--- config.mk ---
export PLATFORM = sky130hd
export DESIGN_NAME = wbmp_header_checker_unit
export DESIGN_NICKNAME = d
export VERILOG_FILES = /design/src/hdl/whc_pkg.sv /design/src/hdl/whc_front.sv /design/src/hdl/whc_queue.sv /design/src/hdl/whc_back.sv /design/src/hdl/wbmp_header_checker_unit.sv
export SDC_FILE = /design/constraint.sdc
export NUM_CORES = 1
export LEC_CHECK = 0
export ABC_AREA = 1
export BUFFER_PORTS_ARGS = -buffer_cell sky130_fd_sc_hd__buf_2
export CAP_MARGIN = 15
export CORE_ASPECT_RATIO = 1.4
export CORE_MARGIN = 5
export CORE_UTILIZATION = 43
export CTS_CLUSTER_SIZE = 14
export DETAILED_ROUTE_END_ITERATION = 10
export HOLD_SLACK_MARGIN = 0.03
export REMOVE_ABC_BUFFERS = 1
export SYNTH_ARGS = -nofsm -noshare
export SYNTH_HDL_FRONTEND = slang
export SYNTH_SLANG_ARGS = --single-unit
--- constraint.sdc ---
create_clock -name clk -period 2.75 [get_ports clk]
set_input_delay 0.275 -clock clk [delete_from_list [all_inputs] [get_ports clk]]
set_output_delay 0.275 -clock clk [all_outputs]
set_load 0.02 [all_outputs]
--- src/hdl/whc_pkg.sv ---
package whc_pkg;

    // Largest accepted image dimension.
    localparam int DIM_LIMIT = 65535;

    // The accumulator only ever holds values up to DIM_LIMIT.
    localparam int ACC_W  = $clog2(DIM_LIMIT + 1);
    // One more 7-bit group shifted in.
    localparam int WIDE_W = ACC_W + 7;

    localparam logic [7:0] FIXED_MASK = 8'h9F;

    // Depth of the verdict queue between front and back.
    localparam int QDEPTH  = 2;
    localparam int QPTR_W  = (QDEPTH > 1) ? $clog2(QDEPTH) : 1;
    localparam int QCNT_W  = $clog2(QDEPTH + 1);

    localparam logic [2:0] RS_OK     = 3'd0;
    localparam logic [2:0] RS_TYPE   = 3'd1;
    localparam logic [2:0] RS_FIXED  = 3'd2;
    localparam logic [2:0] RS_WIDTH  = 3'd3;
    localparam logic [2:0] RS_HEIGHT = 3'd4;
    localparam logic [2:0] RS_TRUNC  = 3'd5;

    typedef struct packed {
        logic [7:0] byte_value;
        logic       last_byte;
    } byte_item_t;

    typedef struct packed {
        logic       accepted;
        logic [2:0] reason;
    } verdict_t;

    // Transaction from the front parser into the queue.
    typedef struct packed {
        logic     push;
        verdict_t verdict;
    } verdict_push_t;

endpackage

--- src/hdl/whc_front.sv ---
module whc_front (
    input  logic                   clk,
    input  logic                   rst_n,
    input  logic                   byte_valid,
    output logic                   byte_ready,
    input  whc_pkg::byte_item_t    byte_item,
    input  logic                   queue_full,
    output whc_pkg::verdict_push_t vpush
);

    typedef enum logic [1:0] {
        PH_TYPE,
        PH_FIXED,
        PH_WIDTH,
        PH_HEIGHT
    } phase_t;

    phase_t                     phase_reg, phase_next;
    logic [whc_pkg::ACC_W-1:0]  acc_reg, acc_next;
    logic                       done_reg, done_next;

    logic [whc_pkg::WIDE_W-1:0] wide;
    logic                       over;
    logic                       accept;
    logic                       have;
    logic [2:0]                 reason;
    logic [2:0]                 dim_bad;

    // Each byte causes at most one verdict, so one free queue slot is enough.
    assign byte_ready = !queue_full;
    assign accept     = byte_valid && byte_ready;

    assign wide    = {acc_reg, byte_item.byte_value[6:0]};
    assign over    = wide > whc_pkg::WIDE_W'(whc_pkg::DIM_LIMIT);
    assign dim_bad = (phase_reg == PH_WIDTH) ? whc_pkg::RS_WIDTH : whc_pkg::RS_HEIGHT;

    always_comb
    begin
        phase_next = phase_reg;
        acc_next   = acc_reg;
        done_next  = done_reg;
        have       = 1'b0;
        reason     = whc_pkg::RS_OK;
        if (accept)
        begin
            if (!done_reg)
            begin
                case (phase_reg)
                    PH_TYPE:
                    begin
                        if (byte_item.byte_value != 8'd0)
                        begin
                            have   = 1'b1;
                            reason = whc_pkg::RS_TYPE;
                        end
                        else
                        begin
                            phase_next = PH_FIXED;
                        end
                    end
                    PH_FIXED:
                    begin
                        if ((byte_item.byte_value & whc_pkg::FIXED_MASK) != 8'd0)
                        begin
                            have   = 1'b1;
                            reason = whc_pkg::RS_FIXED;
                        end
                        else
                        begin
                            phase_next = PH_WIDTH;
                            acc_next   = '0;
                        end
                    end
                    PH_WIDTH, PH_HEIGHT:
                    begin
                        // Reject as soon as the running value passes the limit.
                        if (over)
                        begin
                            have   = 1'b1;
                            reason = dim_bad;
                        end
                        else if (byte_item.byte_value[7])
                        begin
                            acc_next = wide[whc_pkg::ACC_W-1:0];
                        end
                        else if (wide == '0)
                        begin
                            have   = 1'b1;
                            reason = dim_bad;
                        end
                        else if (phase_reg == PH_WIDTH)
                        begin
                            phase_next = PH_HEIGHT;
                            acc_next   = '0;
                        end
                        else
                        begin
                            have   = 1'b1;
                            reason = whc_pkg::RS_OK;
                        end
                    end
                    default:
                    begin
                        phase_next = PH_TYPE;
                    end
                endcase
                if (!have && byte_item.last_byte)
                begin
                    have   = 1'b1;
                    reason = whc_pkg::RS_TRUNC;
                end
                if (have)
                begin
                    done_next = 1'b1;
                end
            end
            if (byte_item.last_byte)
            begin
                phase_next = PH_TYPE;
                acc_next   = '0;
                done_next  = 1'b0;
            end
        end
    end

    assign vpush.push             = have;
    assign vpush.verdict.accepted = (reason == whc_pkg::RS_OK);
    assign vpush.verdict.reason   = reason;

    always_ff @(posedge clk or negedge rst_n)
    begin
        if (!rst_n)
        begin
            phase_reg <= PH_TYPE;
            acc_reg   <= '0;
            done_reg  <= 1'b0;
        end
        else
        begin
            phase_reg <= phase_next;
            acc_reg   <= acc_next;
            done_reg  <= done_next;
        end
    end

endmodule

--- src/hdl/whc_queue.sv ---
module whc_queue (
    input  logic                   clk,
    input  logic                   rst_n,
    input  whc_pkg::verdict_push_t vpush,
    output logic                   full,
    output logic                   q_valid,
    output whc_pkg::verdict_t      q_item,
    input  logic                   pop
);

    whc_pkg::verdict_t          mem [whc_pkg::QDEPTH];
    logic [whc_pkg::QPTR_W-1:0] wr_ptr_reg, wr_ptr_next;
    logic [whc_pkg::QPTR_W-1:0] rd_ptr_reg, rd_ptr_next;
    logic [whc_pkg::QCNT_W-1:0] count_reg, count_next;
    logic                       do_pop;

    function automatic logic [whc_pkg::QPTR_W-1:0] ptr_inc(
        input logic [whc_pkg::QPTR_W-1:0] p
    );
        if (p == whc_pkg::QPTR_W'(whc_pkg::QDEPTH - 1))
        begin
            return '0;
        end
        return p + 1'b1;
    endfunction

    assign full    = (count_reg == whc_pkg::QCNT_W'(whc_pkg::QDEPTH));
    assign q_valid = (count_reg != '0);
    assign q_item  = mem[rd_ptr_reg];
    assign do_pop  = pop && q_valid;

    always_comb
    begin
        wr_ptr_next = vpush.push ? ptr_inc(wr_ptr_reg) : wr_ptr_reg;
        rd_ptr_next = do_pop ? ptr_inc(rd_ptr_reg) : rd_ptr_reg;
        count_next  = count_reg;
        if (vpush.push && !do_pop)
        begin
            count_next = count_reg + 1'b1;
        end
        else if (!vpush.push && do_pop)
        begin
            count_next = count_reg - 1'b1;
        end
    end

    always_ff @(posedge clk)
    begin
        if (vpush.push)
        begin
            mem[wr_ptr_reg] <= vpush.verdict;
        end
    end

    always_ff @(posedge clk or negedge rst_n)
    begin
        if (!rst_n)
        begin
            wr_ptr_reg <= '0;
            rd_ptr_reg <= '0;
            count_reg  <= '0;
        end
        else
        begin
            wr_ptr_reg <= wr_ptr_next;
            rd_ptr_reg <= rd_ptr_next;
            count_reg  <= count_next;
        end
    end

endmodule

--- src/hdl/whc_back.sv ---
module whc_back (
    input  logic              clk,
    input  logic              rst_n,
    input  logic              q_valid,
    input  whc_pkg::verdict_t q_item,
    output logic              pop,
    output logic              verdict_valid,
    input  logic              verdict_ready,
    output whc_pkg::verdict_t verdict_item
);

    logic              out_valid_reg, out_valid_next;
    whc_pkg::verdict_t out_item_reg;

    // Refill the output register whenever it is empty or being drained.
    assign pop = q_valid && (!out_valid_reg || verdict_ready);

    always_comb
    begin
        out_valid_next = out_valid_reg;
        if (pop)
        begin
            out_valid_next = 1'b1;
        end
        else if (verdict_ready)
        begin
            out_valid_next = 1'b0;
        end
    end

    always_ff @(posedge clk)
    begin
        if (pop)
        begin
            out_item_reg <= q_item;
        end
    end

    always_ff @(posedge clk or negedge rst_n)
    begin
        if (!rst_n)
        begin
            out_valid_reg <= 1'b0;
        end
        else
        begin
            out_valid_reg <= out_valid_next;
        end
    end

    assign verdict_valid = out_valid_reg;
    assign verdict_item  = out_item_reg;

endmodule

--- src/hdl/wbmp_header_checker_unit.sv ---
// Accepts one buffer byte per cycle unless stalled; the parser needs a single shift-or and
// compare per byte. The verdict of the deciding byte is written into the verdict queue and
// then loaded into the output register, which raises verdict_valid.
// The parser stalls only when the two-entry verdict queue is full, which happens
// only while the consumer holds off the output register.
// Reset is asynchronous and active low; it clears the parse phase, the accumulator,
// the queue and the output valid flag. No clearing pass follows reset.
module wbmp_header_checker_unit (
    input  logic                clk,
    input  logic                rst_n,
    input  logic                byte_valid,
    output logic                byte_ready,
    input  whc_pkg::byte_item_t byte_item,
    output logic                verdict_valid,
    input  logic                verdict_ready,
    output whc_pkg::verdict_t   verdict_item
);

    whc_pkg::verdict_push_t vpush;
    logic                   queue_full;
    logic                   q_valid;
    whc_pkg::verdict_t      q_item;
    logic                   pop;

    whc_front u_front (
        .clk        (clk),
        .rst_n      (rst_n),
        .byte_valid (byte_valid),
        .byte_ready (byte_ready),
        .byte_item  (byte_item),
        .queue_full (queue_full),
        .vpush      (vpush)
    );

    whc_queue u_queue (
        .clk     (clk),
        .rst_n   (rst_n),
        .vpush   (vpush),
        .full    (queue_full),
        .q_valid (q_valid),
        .q_item  (q_item),
        .pop     (pop)
    );

    whc_back u_back (
        .clk           (clk),
        .rst_n         (rst_n),
        .q_valid       (q_valid),
        .q_item        (q_item),
        .pop           (pop),
        .verdict_valid (verdict_valid),
        .verdict_ready (verdict_ready),
        .verdict_item  (verdict_item)
    );

endmodule

[Yosys cells after proc, flatten, opt, wreduce, memory -nomap -nowiden]
Memory sizes are Yosys's and may differ from the RTL's. A register that Yosys moved wholly into a read port is not among the register bits.
Cells that the tools add are included.
Word-level totals
  output and inout bits: 6
  bits in registers: 24
  memories: 1
  bits of input ports: 13
  word-level logic and storage cells: 106
  bits in writable memories: 8
Cells by class
  multiplexer cells: 56
  reductions and logical operators: 24
  $lt $le $gt $ge: 1
  $add $sub $neg: 4
  eq/ne operators: 13
Memories
  u_queue.mem: words 2, bits a word 4, read ports 1, clocked after Yosys merged registers in 1, write ports 1, line whc_queue.sv:11  | whc_pkg::verdict_t mem [whc_pkg::QDEPTH];
Operators with widths (number)
  $mux 16: 7
  $pmux 16 s2: 1
  $mux 1: 27
  $gt 23x16->1 const B: 1
  $logic_not 23->1: 1
  $mux 2: 11
  $mux 3: 7
  $reduce_bool 8->1: 2
  $ne 3x3->1 const B: 5
  $pmux 3 s3: 1
  $reduce_and 8->1: 1
  $reduce_and 7->1: 1
  $eq 2x2->1 const B: 3
  $logic_and 1x1->1: 6
  $pmux 2 s3: 1
  $reduce_bool 2->1: 3
  $logic_not 1->1: 5
  $ne 4x3->1 const B: 1
  $ne 4x4->1 const B: 1
  $logic_not 3->1: 1
  $ne 3x2->1 const B: 1
  $pmux 1 s3: 1
  $reduce_bool 3->1: 1
  $add 1x1->1 const B: 2
  7 further kinds: 7

[Longest topological paths before layout]
  depth in word-level cells: 19
  mapped depth: 14
  mapped depth without buffers: 14

[Hierarchy]
A second synthesis with hierarchy kept.
Second synthesis, totals
  cell total of the unflattened synthesis: 215
  area, all modules: 1929.4 um2
Modules (own cells, without submodules)
  whc_front: instances 1, sequential area each 475.5 um2, cells each 157, area an instance 1256.2 um2
  whc_queue: instances 1, sequential area each 340.3 um2, cells each 48, area an instance 504.2 um2
  whc_back: instances 1, sequential area each 145.1 um2, cells each 10, area an instance 168.9 um2

[Least setup slack after synthesis]
OpenSTA, ideal clock, no wires.
  path type: register to register
  start: register u_front.acc_reg[10] (netlist bit)
  end: register u_queue.count_reg[1] (netlist bit)
  cell stages (with the launch flop): 15
  path buffers: 0
  path slack: 0.834 ns
  setup time: 0.131 ns
  clock period less this slack: 1.916 ns
  arrival time: 1.785 ns
  data required time: 2.619 ns
  path through: dfrtp_1 nor2_1 nand2_1 nor2_2 inv_2 nand2_2 nand2_1 nor2_1 nand3_1 nand3_1 inv_1 ha_1 a21oi_1 o21ai_0 xor2_1
On the way
  cells in the longest elaborated chain, start to end: 17
  elaborated cells on any way between the ends: 20
  classes of those cells: 1 x order compare; 12 x mux; 7 x reduce/logical
Ends and longest elaborated chain
  from (decl): line whc_front.sv:19  | logic [whc_pkg::ACC_W-1:0] acc_reg, acc_next;
  from (signal assigned): line whc_front.sv:141  | acc_reg <= acc_next;
  parallel branches: the longest is 3 deep, another holds $gt 23x16->1
  $mux 1 (*): line whc_front.sv:77  | if (over)
  $pmux 1 s3 (*): line whc_front.sv:48  | case (phase_reg)
  $mux 1 (*): line whc_front.sv:46  | if (!done_reg)
  $mux 1 (*): line whc_front.sv:44  | if (accept)
  $logic_not 1->1: line whc_front.sv:107  | if (!have && byte_item.last_byte)
  $logic_and 1x1->1: line whc_front.sv:107
  $mux 1 (*): line whc_front.sv:107
  $mux 1 (*): line whc_front.sv:46
  $mux 1 (*): line whc_front.sv:44
  $mux 1 (*): line whc_front.sv:46
  $mux 1 (*): line whc_front.sv:44
  named net u_front.have: line whc_front.sv:25  | logic have;
  $logic_not 1->1: line whc_queue.sv:41  | else if (!vpush.push && do_pop)
  $logic_and 1x1->1: line whc_queue.sv:41
  $reduce_bool 2->1 (no source line)
  to (signal assigned): line whc_queue.sv:67  | count_reg <= count_next;
  to (decl): line whc_queue.sv:14  | logic [whc_pkg::QCNT_W-1:0] count_reg, count_next;
Mark *: on every way through the listed nets, which the timed path passes. The select of a mux whose other input is x is not followed.
A chain may end at the register's enable or synchronous reset.

[Worst setup path in the final report]
Ends and elaborated chain as after synthesis.

==> impl_results.md <==
- Fraction of registers with async set or reset after synthesis: 0.6667
- Final WS setup: 635.4 ps
- Fin. Hold Viols: 0
- Critical path fanouts, max: 3
- CP Launch Type: flip-flop
- Register area share after synthesis: 0.5141
- Synth Cell Area: 0.001869 sq mm
- WS Path Type: reg2reg
- Total Die Area: 0.005784 sq mm
- Boundary Pins: 19
- Synthesis-stage register bit count: 36
- 1st-pass router iterations: 4
- Tightest Pin Transition: 625.6 ps
- First-pass GRT wire length: 6265 um
- Req. time, crit path: 2920 ps
- CTS Buf Count: 5
- Worst rel slew slack: 0.5819
- I/O Buffers: 18
- Yosys cell types: 23
- Die Ht: 88.01 um
- Outcome: completed
- Warnings from Yosys: 0
- Pleak: 0.001116 uW
- Layout Nets: 280
- Power per cell area: 879.2 mW/mm^2
- Core Region: 0.004239 sq mm
- Via-to-Cell Ratio: 4.480
- Synth top cells by count: nand2_1, nor2_1, inv_1, dfrtp_1, nand3_1
- Largest vdd supply drop: 393.4 uV
- CP Cell Sequence: nor2_1 > nand2_1 > nor2_2 > inv_2 > nand2_2 > nand2_1 > nor2_1 > nand3_1 > nand3_1 > inv_1 > ha_1 > a21oi_1 > o21ai_0 > xor2_1
- Count leader, synth: nand2_1
- Post-DP HPWL: 2539 um
- Fin crit share: 0.7689
- Via count: 1465
- Vias in the first global route: 1477
- Critical Path AT: 2280 ps
- Initial cell density of the core: 0.4410
- Post-synth top area share: 0.3213
- Synthesized instance count: 243
- CTS tree: done
- Slew Limit Fails: 0
- Max-Cap Viols: 0
- Final wirelength: 3474 um
- CP endpoint kind: flip-flop
- Ratio of cells with drive above 1 in the final layout: 0.1348
- Worst path max stage delay: 380 ps
- Hold Slack: 177.2 ps
- Initial antenna violation count: 0
- Area leader, netlist: dfrtp_1
- DRT antenna net count: 0
- GRT overflow: 0
- Synthesized area per cell: 7.693 sq um
- Synth area leaders: dfrtp_1, edfxtp_1, nand2_1
- RSZ-0062 raised after global routing: no
- Area grow syn2layout: 14.12%
- Initial DRC Count: 76
- Pre-CTS setup slack: 579.6 ps
- Clock Tree Buf Depth: 2
- Fin Setup TNS: 0 ps
- Setup-failing EPs final: 0
- # rows: 28
- Total track usage: 0.1424
- Ys flop type: dfrtp_1
- GP Congestion: 0.8518
- Max FFs per register: 16
- Number of synthesized flops with an enable pin: 12
- Worst Skew: 5.296 ps
- Post-CTS sizing: 0
- Root buf cell: clkbuf_8
- Post-layout minimum cycle time: 2115 ps
- # clock sinks: 36
- F_max: 0.4729 GHz
- Class of the worst hold path: in2reg
- DR WL/cell: 10.62 um
- CP max stage cell: dfrtp_1
- Die X: 65.73 um
- Largest net degree at the start of global routing: 25
- H-tree depth: 2
- Clock slew seen by the registers of the worst setup and hold paths: 70 ps
- DRC: 0
- Skew-Pair Late Insertion Delay: 290 ps
- # diodes: 0
==> cell families (layout without fill, tap and decap cells) <==
logic type      Yosys count  after routing  share of synthesized area
buf+inv                  40             64                    0.08835
compound gates           15             15                    0.04351
flops                    36             36                     0.5141
xor+xnor                  3              3                    0.01406
fa+ha+maj                 1              1                   0.006692
simple gates            148            148                     0.3333
==> where the power goes <==
group	internal, uW	switching [uW]
Sequential	709	78.1
Combinational	210	423
Clock	268	189
Total	1190	690
==> worst max-delay path, delay by kind of cell, from the launching register on <==
family	cells	cell delay (ps)
and+or+nand+nor	8	790
DFF	1	380
adders and majority gates	1	300
AOI/OAI and AO/OA	2	250
xor gates and xnor gates	1	150
buffers and inverters	2	120
==> per-stage QoR <==
stage | instances | area, sq um | utilization | power [uW]
after floorplan | 239 | 1839 | - | 1261
after global placement | 318 | 2012 | 0.4746 | 1434
after detailed placement | 318 | 2012 | 0.4746 | 1438
after CTS | 327 | 2133 | 0.5032 | 1903
after global routing | 327 | 2133 | 0.5032 | 2040
final | 327 | 2133 | 0.5032 | 1876
==> what timing repair did <==
action / 4_1_cts / 5_1_grt
endpoints found under the hold margin: 24 / 0
hold buffers: 1 / 0
buffers inserted: 0 / 0
==> metal layers <==
metal  vias up  global-route usage  wire length, um
li1        796                   -                -
met1       643              0.1688             1595
met2        21              0.2327             1683
met3         5             0.04108              132
met4         0             0.07358               62
met5         -                   0                0
==> final timing paths <==
check / startpoint / endpoint / slack [ps] / depth (start not counted)
worst max-delay path: u_front.acc_reg[10]$_DFFE_PN0P_ / u_queue.count_reg[1]$_DFFE_PN0P_ / 640 / 14
worst max register to register: u_front.acc_reg[10]$_DFFE_PN0P_ / u_queue.count_reg[1]$_DFFE_PN0P_ / 640 / 14
min in group asynchronous: rst_n / u_front.acc_reg[9]$_DFFE_PN0P_ / 510 / 2
worst min register to register: u_front.acc_reg[12]$_DFFE_PN0P_ / u_front.acc_reg[12]$_DFFE_PN0P_ / 470 / 2
worst min-delay path: verdict_ready / u_back.verdict_valid$_DFFE_PN0P_ / 180 / 2
max in group asynchronous: rst_n / u_back.verdict_valid$_DFFE_PN0P_ / 1870 / 2
==> layout by cell type (no fill, tap or decap), types with 2 or more instances in the layout <==
cell type,netlist,layout
xor2_1,2,2
inv_2,2,2
nand4_1,2,2
nand3_1,22,22
nor2_2,2,2
nand2_1,75,75
o21ai_0,6,6
dfrtp_1,24,24
clkbuf_8,0,5
nor2_1,42,42
buf_2,0,18
edfxtp_1,12,12
inv_1,34,34
a21oi_1,7,7
==> cell type report <==
| class | count | area [sq um] |
|---|---|---|
| Multi-Input combinational cell | 167 | 743.2 |
| Clock inverter | 3 | 42.54 |
| Sequential cell | 36 | 960.9 |
| Tap cell | 60 | 75.07 |
| Timing Repair Buffer | 20 | 107.6 |
| Clock buffer | 5 | 68.82 |
| Fill cell | 435 | 2106 |
| Inverter | 36 | 135.1 |
(Power assumes the default switching activity.)
